`src/rtl/core/cfs_pkg.sv`:
```
// Shared types and constants for the CAN frame segmenter.
// No dependencies; imported by every module of the block.
package cfs_pkg;

	localparam int unsigned CFS_MAX_FRAMES  = 255;
	localparam int unsigned CFS_FRAME_BYTES = 8;
	localparam logic [10:0] CFS_LEN_CAP     = 11'(CFS_MAX_FRAMES * CFS_FRAME_BYTES);

	// Queue between front and back; depth must be a power of two.
	localparam int unsigned CFS_MQ_DEPTH = 4;
	localparam int unsigned CFS_MQ_PTR_W = $clog2(CFS_MQ_DEPTH);
	localparam int unsigned CFS_MQ_CNT_W = $clog2(CFS_MQ_DEPTH + 1);

	// Result queue; depth must be a power of two.
	localparam int unsigned CFS_OQ_DEPTH = 4;
	localparam int unsigned CFS_OQ_PTR_W = $clog2(CFS_OQ_DEPTH);
	localparam int unsigned CFS_OQ_CNT_W = $clog2(CFS_OQ_DEPTH + 1);

	localparam int unsigned CFS_CFG_IDX_W = 4;
	localparam logic [CFS_CFG_IDX_W-1:0] CFS_REG_EXT_SINGLE = 4'd0;
	localparam logic [CFS_CFG_IDX_W-1:0] CFS_REG_STD_SINGLE = 4'd1;

	// One classified byte as handed from front to back.
	typedef struct packed {
		logic [7:0] data_byte;
		logic       start;
		logic       zero_len;
		logic       last;
		logic [4:0] kind;
		logic [7:0] rx;
		logic [7:0] tx;
		logic [7:0] frames_total;
	} cfs_item_t;

	typedef struct packed {
		logic [28:0] id;
		logic [63:0] data;
		logic [3:0]  length;
		logic        last;
	} cfs_frame_t;

	typedef struct packed {
		logic [4:0] ext_code;
		logic [4:0] std_code;
	} cfs_cfg_t;

endpackage

```
`src/rtl/core/cfs_front.sv`:
```
// Front end: accepts bytes, tracks message boundaries, queues classified items.
// Depends on cfs_pkg.
module cfs_front import cfs_pkg::*; (
	input  logic        clk,
	input  logic        arst_n,
	input  logic        push,
	output logic        full,
	input  logic [7:0]  payload_byte,
	input  logic [10:0] msg_length,
	input  logic [7:0]  receiver_addr,
	input  logic [7:0]  sender_addr,
	input  logic [4:0]  msg_kind,
	output logic        q_valid,
	output cfs_item_t   q_item,
	input  logic        q_pop
);

	logic                    in_msg_q;
	logic [10:0]             bytes_rem_q;
	logic [CFS_MQ_PTR_W-1:0] wr_ptr_q, rd_ptr_q;
	logic [CFS_MQ_CNT_W-1:0] cnt_q;
	cfs_item_t               mem_q [CFS_MQ_DEPTH];

	logic        accept, do_pop;
	logic [10:0] len_sat, len_sum, rem_cur;
	cfs_item_t   item;

	assign full    = (cnt_q == CFS_MQ_CNT_W'(CFS_MQ_DEPTH));
	assign accept  = push & ~full;
	assign q_valid = (cnt_q != '0);
	assign do_pop  = q_pop & q_valid;
	assign q_item  = mem_q[rd_ptr_q];

	always_comb begin
		len_sat = (msg_length > CFS_LEN_CAP) ? CFS_LEN_CAP : msg_length;
		len_sum = len_sat + 11'd7;   // capped length keeps this inside 11 bits
		rem_cur = in_msg_q ? bytes_rem_q : len_sat;
		item.data_byte    = payload_byte;
		item.zero_len     = ~in_msg_q & (len_sat == '0);
		item.start        = ~in_msg_q & (len_sat != '0);
		item.last         = (rem_cur == 11'd1);
		item.kind         = msg_kind;
		item.rx           = receiver_addr;
		item.tx           = sender_addr;
		item.frames_total = len_sum[10:3];
	end

	always_ff @(posedge clk or negedge arst_n) begin
		if (!arst_n) begin
			in_msg_q    <= 1'b0;
			bytes_rem_q <= '0;
		end else if (accept && !item.zero_len) begin
			bytes_rem_q <= rem_cur - 11'd1;
			in_msg_q    <= (rem_cur != 11'd1);
		end
	end

	always_ff @(posedge clk or negedge arst_n) begin
		if (!arst_n) begin
			wr_ptr_q <= '0;
			rd_ptr_q <= '0;
			cnt_q    <= '0;
		end else begin
			if (accept)
				wr_ptr_q <= wr_ptr_q + 1'b1;
			if (do_pop)
				rd_ptr_q <= rd_ptr_q + 1'b1;
			case ({accept, do_pop})
				2'b10:   cnt_q <= cnt_q + 1'b1;
				2'b01:   cnt_q <= cnt_q - 1'b1;
				default: cnt_q <= cnt_q;
			endcase
		end
	end

	always_ff @(posedge clk) begin
		if (accept)
			mem_q[wr_ptr_q] <= item;
	end

endmodule

```
`src/rtl/core/cfs_back.sv`:
```
// Back end: packs queued bytes into frames, builds the ID, holds the result queue.
// Depends on cfs_pkg.
module cfs_back import cfs_pkg::*; (
	input  logic        clk,
	input  logic        arst_n,
	input  cfs_cfg_t    cfg,
	input  logic        q_valid,
	input  cfs_item_t   q_item,
	output logic        q_pop,
	output logic        empty,
	input  logic        pop,
	output logic [28:0] frame_id,
	output logic [63:0] frame_data,
	output logic [3:0]  frame_length,
	output logic        last_frame
);

	logic [4:0]  kind_q;
	logic [7:0]  rx_q, tx_q, ftot_q, idx_q;
	logic [63:0] buf_q;
	logic [3:0]  fill_q;

	logic [CFS_OQ_PTR_W-1:0] oq_wr_q, oq_rd_q;
	logic [CFS_OQ_CNT_W-1:0] oq_cnt_q;
	cfs_frame_t              oq_mem_q [CFS_OQ_DEPTH];

	logic        oq_push, oq_pop, emit;
	logic [4:0]  kind, id_kind;
	logic [7:0]  rx, tx, ftot, idx, seq;
	logic [63:0] base_buf, new_buf;
	logic [3:0]  base_fill, new_fill;
	cfs_frame_t  frame, head;

	assign q_pop  = q_valid & (oq_cnt_q != CFS_OQ_CNT_W'(CFS_OQ_DEPTH));
	assign empty  = (oq_cnt_q == '0);
	assign oq_pop = pop & ~empty;
	assign oq_push = q_pop & emit;

	assign head         = oq_mem_q[oq_rd_q];
	assign frame_id     = head.id;
	assign frame_data   = head.data;
	assign frame_length = head.length;
	assign last_frame   = head.last;

	always_comb begin
		kind      = q_item.start ? q_item.kind : kind_q;
		rx        = q_item.start ? q_item.rx : rx_q;
		tx        = q_item.start ? q_item.tx : tx_q;
		ftot      = q_item.start ? q_item.frames_total : ftot_q;
		idx       = q_item.start ? 8'd0 : idx_q;
		base_buf  = q_item.start ? 64'd0 : buf_q;
		base_fill = q_item.start ? 4'd0 : fill_q;
		// byte lands at bit 56 - 8*fill, i.e. 8*(7 - fill)
		new_buf   = base_buf | ({56'd0, q_item.data_byte} << {~base_fill[2:0], 3'b000});
		new_fill  = base_fill + 4'd1;
		seq       = ftot - idx;
		id_kind   = kind;
		if (ftot > 8'd1 && idx == 8'd0 && kind == cfg.ext_code)
			id_kind = cfg.std_code;
		if (q_item.zero_len) begin
			emit         = 1'b1;
			frame.id     = {q_item.kind, q_item.rx, q_item.tx, 8'd1};
			frame.data   = '0;
			frame.length = '0;
			frame.last   = 1'b1;
		end else begin
			emit         = new_fill[3] | q_item.last;
			frame.id     = {id_kind, rx, tx, seq};
			frame.data   = new_buf;
			frame.length = new_fill;
			frame.last   = q_item.last;
		end
	end

	always_ff @(posedge clk or negedge arst_n) begin
		if (!arst_n) begin
			fill_q <= '0;
			idx_q  <= '0;
		end else if (q_pop && !q_item.zero_len) begin
			if (emit) begin
				fill_q <= '0;
				idx_q  <= idx + 8'd1;
			end else begin
				fill_q <= new_fill;
				idx_q  <= idx;
			end
		end
	end

	always_ff @(posedge clk) begin
		if (q_pop && !q_item.zero_len) begin
			kind_q <= kind;
			rx_q   <= rx;
			tx_q   <= tx;
			ftot_q <= ftot;
			buf_q  <= emit ? 64'd0 : new_buf;
		end
	end

	always_ff @(posedge clk or negedge arst_n) begin
		if (!arst_n) begin
			oq_wr_q  <= '0;
			oq_rd_q  <= '0;
			oq_cnt_q <= '0;
		end else begin
			if (oq_push)
				oq_wr_q <= oq_wr_q + 1'b1;
			if (oq_pop)
				oq_rd_q <= oq_rd_q + 1'b1;
			case ({oq_push, oq_pop})
				2'b10:   oq_cnt_q <= oq_cnt_q + 1'b1;
				2'b01:   oq_cnt_q <= oq_cnt_q - 1'b1;
				default: oq_cnt_q <= oq_cnt_q;
			endcase
		end
	end

	always_ff @(posedge clk) begin
		if (oq_push)
			oq_mem_q[oq_wr_q] <= frame;
	end

	a_oq_bound: assert property (@(posedge clk) disable iff (!arst_n)
		oq_cnt_q <= CFS_OQ_CNT_W'(CFS_OQ_DEPTH))
		else $error("result queue count out of range");

	a_fill_bound: assert property (@(posedge clk) disable iff (!arst_n)
		fill_q <= 4'd7)
		else $error("partial frame holds eight bytes");

	a_fill_clear: assert property (@(posedge clk) disable iff (!arst_n)
		q_pop && emit |=> fill_q == 4'd0)
		else $error("fill not cleared after frame transaction");

	a_last_len: assert property (@(posedge clk) disable iff (!arst_n)
		oq_push && !frame.last |-> frame.length == 4'd8)
		else $error("non-final frame is not full");

endmodule

```
`src/rtl/core/can_frame_segmenter.sv`:
```
// Top level of the CAN frame segmenter: configuration registers, front and back.
// Depends on cfs_pkg, cfs_front, cfs_back.
//
// Splits a message, given one payload byte per input transaction, into CAN
// frames with 29-bit extended IDs. The transaction that starts a message also
// carries length and header; up to eight bytes go into a frame, the first in
// frame_data[63:56]. The block takes one byte per clock while full is low. An
// accepted byte is classified into a 4-entry queue and packed by the back end
// when the result queue has room; a frame enters that queue, whose head drives
// the result ports, as its final byte is packed. Throughput is set by the
// single pack step in the back end; full rises only when the 4-entry classified
// queue fills, which happens when the 4-entry result queue backs up because pop
// is held low. Lengths above 2040 bytes are clipped to 2040. Configuration
// writes are always ready and must only be made while no message is in flight.
module can_frame_segmenter import cfs_pkg::*; (
	input  logic                     clk,
	input  logic                     arst_n,
	input  logic                     push,
	output logic                     full,
	input  logic [7:0]               payload_byte,
	input  logic [10:0]              msg_length,
	input  logic [7:0]               receiver_addr,
	input  logic [7:0]               sender_addr,
	input  logic [4:0]               msg_kind,
	output logic                     empty,
	input  logic                     pop,
	output logic [28:0]              frame_id,
	output logic [63:0]              frame_data,
	output logic [3:0]               frame_length,
	output logic                     last_frame,
	input  logic                     cfg_valid,
	output logic                     cfg_ready,
	input  logic [CFS_CFG_IDX_W-1:0] cfg_index,
	input  logic [4:0]               cfg_data
);

	cfs_cfg_t  cfg_q;
	logic      q_valid, q_pop;
	cfs_item_t q_item;

	assign cfg_ready = 1'b1;

	always_ff @(posedge clk or negedge arst_n) begin
		if (!arst_n) begin
			cfg_q <= '0;
		end else if (cfg_valid && cfg_ready) begin
			case (cfg_index)
				CFS_REG_EXT_SINGLE: cfg_q.ext_code <= cfg_data;
				CFS_REG_STD_SINGLE: cfg_q.std_code <= cfg_data;
				default:            cfg_q <= cfg_q;
			endcase
		end
	end

	cfs_front u_front (
		.clk           (clk),
		.arst_n        (arst_n),
		.push          (push),
		.full          (full),
		.payload_byte  (payload_byte),
		.msg_length    (msg_length),
		.receiver_addr (receiver_addr),
		.sender_addr   (sender_addr),
		.msg_kind      (msg_kind),
		.q_valid       (q_valid),
		.q_item        (q_item),
		.q_pop         (q_pop)
	);

	cfs_back u_back (
		.clk          (clk),
		.arst_n       (arst_n),
		.cfg          (cfg_q),
		.q_valid      (q_valid),
		.q_item       (q_item),
		.q_pop        (q_pop),
		.empty        (empty),
		.pop          (pop),
		.frame_id     (frame_id),
		.frame_data   (frame_data),
		.frame_length (frame_length),
		.last_frame   (last_frame)
	);

endmodule
```
`config.mk`:
```
export PLATFORM = sky130hd
export DESIGN_NAME = can_frame_segmenter
export DESIGN_NICKNAME = d
export VERILOG_FILES = /design/src/rtl/core/cfs_pkg.sv /design/src/rtl/core/cfs_front.sv /design/src/rtl/core/cfs_back.sv /design/src/rtl/core/can_frame_segmenter.sv
export SDC_FILE = /design/constraint.sdc
export NUM_CORES = 1
export LEC_CHECK = 0
export BUFFER_PORTS_ARGS = -buffer_cell sky130_fd_sc_hd__buf_4
export CAP_MARGIN = 20
export CORE_MARGIN = 3
export CORE_UTILIZATION = 55
export CTS_BUF_LIST = sky130_fd_sc_hd__clkbuf_16
export CTS_CLUSTER_SIZE = 30
export DETAILED_ROUTE_END_ITERATION = 10
export PLACE_DENSITY = 0.73
export SETUP_SLACK_MARGIN = 0.3
export SLEW_MARGIN = 10
export SYNTH_ARGS = -nofsm -noshare
export SYNTH_HDL_FRONTEND = slang
export SYNTH_SLANG_ARGS = --single-unit
```
`constraint.sdc`:
```
create_clock -name clk -period 9.5 [get_ports clk]
set_input_delay 1.425 -clock clk [delete_from_list [all_inputs] [get_ports clk]]
set_output_delay 1.425 -clock clk [all_outputs]
set_load 0.005 [all_outputs]
```
==> metrics.md, run 1 <==
| Metric | Value |
|---|---|
| Post CTS Setup Buffer Count | 0 |
| Fin. Hold Viols | 0 |
| Total Power | 0.0129 W |
| Routability cong. | 0.821 |
| Synth cell count leaders | 645 x edfxtp_1, 175 x nor2_1, 135 x mux4_2 |
| Clock Tree Root | clkbuf_16 |
| Vias/cell | 5.97 |
| Final HPWL DP | 33600 um |
| Reg clk slew, reported paths | 60 ps |
| Power Density | 403 nW/um^2 |
| Slew Limit Fails | 0 |
| Setup tns final | 0 ps |
| Yosys cell types | 53 |
| Initial Util | 56.3% |
| Clk_lat worst skew | 590 ps |
| Final setup skew | 23.3 ps |
| Relative slew slack | 30.0% |
| DR pass1 iterations | 5 |
| Hold Buf Count CTS | 0 |
| Critical path fanouts, max | 45 |
| Post-Synth XOR/XNOR Area | 1.23% |
| Min-delay worst type | register to register |
| Share of layout cells above drive strength 1 | 24.8% |
| Worst-margin pin slew | 1040 ps |
| Vias in the first global route | 15130 |
| Syn Area/Cell | 17.6 sq um |
| DIE AREA | 53400 sq um |
| Drt total wl | 56700 um |
| Post-synth top area share | 69.5% |
| Mux cell area share after synthesis | 12.6% |
| Largest net degree at the start of global routing | 79 |
| Post-cts resize count | 0 |
| Routed len/inst | 23.0 um |
| DR iter-0 viols | 1343 |
| Global-route wire length before repair | 88500 um |
| IO buf count | 153 |
| LEAKAGE | 11.3 nW |
| RSZ-0062 raised after global routing | no |
| VDD IR-drop max | 0.263 mV |
| Async set-reset flop share out of synthesis | 6.93% |
| Max Clk Rate | 226 MHz |
| Syn nets | 1662 |
| Final setup fails | 0 |
| # nets final | 1827 |
| Main synth FF type | edfxtp_1 |
| Critical path class | register to primary output |
| Max clock buf depth | 3 |
| Final min period | 4420 ps |
| Global Route Usage Sum | 21.7% |
| Outcome | complete, no violations |
| Htree depth | 3 |
| Register area share after synthesis | 73.8% |
| Synthesized area | 27900 sq um |
| Count of flip-flops with a built-in enable after synthesis | 645 |
| Post-route ant nets | 0 |
| Mapped Cells | 1583 |
| Die Ht | 231 um |
| Num Clock Sinks | 693 |
| Max-Cap Viols | 0 |
| DRC viols | 0 |
| CTS tree | done |
| GRT overflow | 0 |
| Initial antenna violation count | 1 |
| Worst path arrival time | 2990 ps |
| Top-level port count | 155 |
| Main combinational cell family by area after synthesis | multiplexers |
| Worst EP required | 8080 ps |
| Top-count cell post-synth | edfxtp_1 |
| CORE AREA | 49500 sq um |
| Yosys warning total | 0 |
| Seq cells post-synth | 693 |
| Area growth syn-to-layout | 14.7% |
| CP endpoint kind | primary output |
| Compound-Gate Fraction of Synth Area | 3.79% |
| Leading area contributor after synthesis | edfxtp_1 |
| Final worst path period share | 46.5% |
| Die X | 231 um |
| Number of cell rows | 81 |
| R2R cell count | 11 |
| Post-Synth Adder-Cell Area | 1.20% |
| Hold-critical path depth | 1 |
| Num CTS Buffers | 70 |
| CP Launch Type | register |
| Synth Area in Simple Gates | 5.78% |
| Routed via count | 14705 |
| Synth area leaders | edfxtp_1 70%, mux4_2 11%, dfrtp_1 4.3%, nor2_1 2.4%, nand2_1 1.7% |
## metal layers
layer,GRT usage (%),wire (um),up-vias
li1,-,-,6523
met1,30.0,23400,7573
met2,36.3,28400,524
met3,3.75,3730,85
met4,6.04,1180,0
met5,0,0,-
## cell usage in the layout, fill, tap and decap left out, types with 4 or more instances in the layout
cell,synthesis,routed
a21oi_1,36,36
mux2i_1,17,17
o22ai_1,7,7
clkinv_2,0,9
buf_4,1,172
bufinv_16,0,6
edfxtp_1,645,645
a2bb2oi_1,4,4
mux2_2,18,18
xor2_1,20,20
and2_2,0,4
a22oi_1,50,50
nor2_1,175,174
and3_1,9,5
nor2b_1,10,10
clkinv_1,0,15
nand2_1,127,127
or2_2,6,6
ha_1,22,22
a31oi_1,18,18
mux4_2,135,135
a21o_1,4,4
nor4_1,7,7
inv_1,27,45
nand4_1,5,5
xnor2_1,19,19
and3_4,0,4
clkbuf_16,0,72
nand3_1,9,9
dfrtp_1,48,44
o21ai_0,24,22
nor3b_1,4,4
nor3_1,16,16
## logic make-up (layout without fill, tap and decap cells)
group | count (synthesis) | after routing
flip-flops | 693 | 693
multiplexers | 174 | 174
AO/OA/AOI/OAI | 161 | 161
adder cells (fa/ha/maj) | 25 | 25
AND/OR/NAND/NOR | 381 | 381
other | 1 | 2
buffers and inverters | 109 | 326
XOR/XNOR | 39 | 39
## flip-flops by register name, indices dropped and copies added (netlist names)
| register | cells |
|---|---|
| u_front.rd_ptr_q | 2 |
| u_front.in_msg_q | 1 |
| u_back.oq_mem_q | 392 |
| u_back.rx_q | 8 |
| u_back.tx_q | 8 |
| u_back.buf_q | 64 |
| u_back.oq_wr_q | 2 |
| u_front.wr_ptr_q | 2 |
| u_front.cnt_q | 3 |
| cfg_q | 10 |
| u_back.kind_q | 5 |
| u_back.oq_cnt_q | 3 |
| u_back.idx_q | 8 |
| u_front.bytes_rem_q | 11 |
| u_front.mem_q | 160 |
| u_back.fill_q | 4 |
| u_back.oq_rd_q | 2 |
| u_back.ftot_q | 8 |
## critical path, cell delays in order, from the launching register on
cell and delay (ps):
dfrtp_4 730, buf_4 800, mux4_2 660, buf_4 160
## report_power, final
| part | switching (W) | internal, W | leakage [nW] |
|---|---|---|---|
| sequential | 0.000404 | 0.00516 | 6.63 |
| clock | 0.00109 | 0.00154 | 1.15 |
| combinational | 0.00282 | 0.00187 | 3.51 |
| total | 0.00432 | 0.00856 | 11.3 |
## area by class of cell
type                            count  area (sq um)
Tap cell                          664           831
Inverter                           27           103
Timing Repair Buffer              175          1340
Fill cell                        3465         17500
Multi-Input combinational cell    781          6900
Sequential cell                   693         20600
Antenna cell                        1          2.50
Clock buffer                       72          1800
Clock inverter                     52           400
## final timing paths
kind / from / end / slack (ps)
worst max-delay path: u_back.oq_rd_q[0] / frame_length[3] / 5080
worst min-delay path: u_front.cnt_q[2] / u_front.cnt_q[2] / 490
worst max register to register: u_front.rd_ptr_q[0] / u_back.oq_mem_q[2][76] / 5390
worst min register to register: u_front.cnt_q[2] / u_front.cnt_q[2] / 490
max in group asynchronous: arst_n / u_back.oq_rd_q[0] / 8090
min in group asynchronous: arst_n / cfg_q[2] / 880
## metrics by stage
stage	setup WS (ps)	cell area [sq um]	std cells	hold WS, ps	utilization [%]
2_1_floorplan	4780	27900	1583	456	-
3_3_place_gp	5430	29700	2337	472	60.1
3_5_place_dp	5380	29700	2337	487	60.1
4_1_cts	4960	31900	2461	496	64.5
5_1_grt	4820	32000	2465	525	64.6
6_report	5080	32000	2465	491	64.6
(Power assumes the default switching activity.)
==> run 2: changes to the inputs <==
==> constraint.sdc (replaced) <==
create_clock -name clk -period 4.55 [get_ports clk]
set_input_delay 0.6825 -clock clk [delete_from_list [all_inputs] [get_ports clk]]
set_output_delay 0.6825 -clock clk [all_outputs]
set_load 0.005 [all_outputs]
==> run 2 against run 1 <==
  * First-iteration DRC count decreased by 2.8%
  * Sequential share of layout area down 0.27 points
  * Largest cell class unchanged
  * Worst hold slack got worse by 390 ps
  * Via count shrank 0.11%
==> metrics.md, run 2 (synthesized netlist as in run 1, its figures left out) <==
| Metric | Value |
|---|---|
| Slew Limit Fails | 0 (unchanged) |
| Worst path arrival time | 2840 ps (-150 ps) |
| CORE AREA | 49500 sq um (unchanged) |
| Vias/cell | 5.94 (-0.35%) |
| Worst-margin pin slew | 1090 ps (+50.8 ps) |
| Min-delay worst type | primary input to asynchronous set/reset pin |
| Worst EP required | 3870 ps (-4210 ps) |
| Switching Fraction | 33.4% (-0.11 points) |
| Num CTS Buffers | 69 (-1.4%) |
| Share of layout cells above drive strength 1 | 25.4% (+0.62 points) |
| IO buf count | 153 (unchanged) |
| Worst hold slack | 103 ps (-389 ps) |
| Critical path class | register to primary output |
| GRT overflow | 0 (unchanged) |
| CP Launch Type | register |
| M3 GR Usage | 4.28% (+0.53 points) |
| Die Ht | 231 um (unchanged) |
| Post-route ant nets | 0 (unchanged) |
| DR pass1 iterations | 5 (unchanged) |
| Routability cong. | 0.823 (+0.19%) |
| Comb power frac | 36.9% (+0.5 points) |
| Num Clock Sinks | 693 (unchanged) |
| Power Density | 840 nW/um^2 (+110%) |
| Post-cts resize count | 0 (unchanged) |
| Routed len/inst | 22.9 um (-0.48%) |
| Most common cell after layout, fill and taps aside | edfxtp_1 |
| DR iter-0 viols | 1306 (-2.8%) |
| Number of cell rows | 81 (unchanged) |
| Final setup fails | 0 (unchanged) |
| Max FFs per register | 392 (unchanged) |
| Reg power frac | 43.0% (-0.2 points) |
| Fin. Hold Viols | 0 (unchanged) |
| Critical path fanouts, max | 32 (-29%) |
| Die X | 231 um (unchanged) |
| Clock power frac | 20.1% (-0.3 points) |
| Post CTS Setup Buffer Count | 0 (unchanged) |
| Initial antenna violation count | 0 (-1) |
| Clock Tree Root | clkbuf_16 |
| Max Clk Rate | 284 MHz |
| Int Pwr | 0.0180 W (+110%) |
| Drt total wl | 56600 um (-0.24%) |
| Outcome | complete, no violations |
| Initial Util | 56.3% (unchanged) |
| Top Registers | u_back.oq_mem_q (392), u_front.mem_q (160), u_back.buf_q (64) |
| Flop-to-flop setup slack | 1060 ps (-4330 ps) |
| Max-Cap Viols | 0 (unchanged) |
| Commonest non-fill, non-tap cells in the layout | 645 x edfxtp_1, 176 x buf_4, 174 x nor2_1 |
| DRC viols | 0 (unchanged) |
| Relative slew slack | 26.6% (-3.4 points) |
| LEAKAGE | 11.3 nW (+0.43%) |
| Final HPWL DP | 34900 um (+4.0%) |
| CP endpoint kind | primary output |
| Global-route wire length before repair | 87800 um (-0.73%) |
| Htree depth | 3 (unchanged) |
| Most Crowded Layer GR | met2 |
| Global Route Usage Sum | 21.7% (-0.052 points) |
| Top-level port count | 155 (unchanged) |
| Clk_lat worst skew | 600 ps (about the same) |
| Vias in the first global route | 15162 (+0.21%) |
| Largest net degree at the start of global routing | 68 (-14%) |
| Final worst path period share | 77.5% |
| Final setup skew | 26.6 ps (+3.37 ps) |
| Psw | 0.00901 W (+110%) |
| Placed cell area | 29900 sq um (+0.82%) |
| Final min period | 3520 ps |
| Max clock buf depth | 3 (unchanged) |
| RSZ-0062 raised after global routing | no |
| DIE AREA | 53400 sq um (unchanged) |
| Routing usage on met2 | 35.9% (-0.47 points) |
| CTS tree | done |
| Largest reg by FF count | u_back.oq_mem_q |
| Reg clk slew, reported paths | 60 ps (about the same) |
| # nets final | 1838 (+0.60%) |
| Routed via count | 14689 (-0.11%) |
| Setup tns final | 0 ps (unchanged) |
| Met1 GRT Util | 29.8% (-0.21 points) |
| VDD IR-drop max | 0.421 mV (+60%) |
| Post-route cell area | 32100 sq um (+0.43%) |
| Inserted Diodes | 0 (-1) |
| Area growth syn-to-layout | 15.2% |
| Hold Buf Count CTS | 0 (unchanged) |
| R2R cell count | 14 (+3) |
==> run 2: final timing paths <==
path	startpoint	end
min reg2reg	u_front.cnt_q[2]	u_front.cnt_q[2]
max reg2reg	u_front.rd_ptr_q[0]	u_back.oq_mem_q[1][75]
max	u_back.oq_rd_q[0]	frame_id[23]
min	arst_n	cfg_q[0]
min in group clk	payload_byte[2]	u_front.mem_q[0][34]
max in group asynchronous	arst_n	u_back.oq_rd_q[0]
==> run 2: power by group through the flow <==
stage               registers (W)  clock network, W  logic [W]
floorplan                  0.0113                 0    0.00634
detailed placement         0.0117                 0     0.0101
global route               0.0118           0.00575     0.0109
global placement           0.0116                 0    0.00984
CTS                        0.0116           0.00551     0.0101
finish                     0.0116           0.00542    0.00996
==> run 2: cell type report <==
type | count | area, sq um
flip-flops and latches | 693 | 20600
fillers | 3433 | 17400
multi-input cells | 781 | 6910
clock buffers | 71 | 1780
repair buffers | 187 | 1530
well taps | 664 | 831
clock inverters | 48 | 373
inverters | 27 | 105
==> run 2: per-stage QoR <==
| stage | instances | utilization [%] | setup slack [ps] | total power, W |
|---|---|---|---|---|
| 6_report | 2471 | 64.9 | 1030 | 0.0270 |
| 3_3_place_gp | 2348 | 60.4 | 1140 | 0.0214 |
| 4_1_cts | 2470 | 64.9 | 925 | 0.0272 |
| 5_1_grt | 2471 | 64.9 | 717 | 0.0285 |
| 3_5_place_dp | 2351 | 60.5 | 1040 | 0.0218 |
| 2_1_floorplan | 1583 | - | 486 | 0.0177 |
==> run 2: layer usage <==
metal	up-vias	part of all wire (%)
met4	0	2.6
met2	515	50
met3	99	6.2
met1	7547	41
met5	-	0
li1	6528	-
==> run 2: critical path, stage by stage, from the launching register on <==
cell	delay (ps)
dfrtp_4	900
buf_4	510
mux4_2	630
buf_4	170
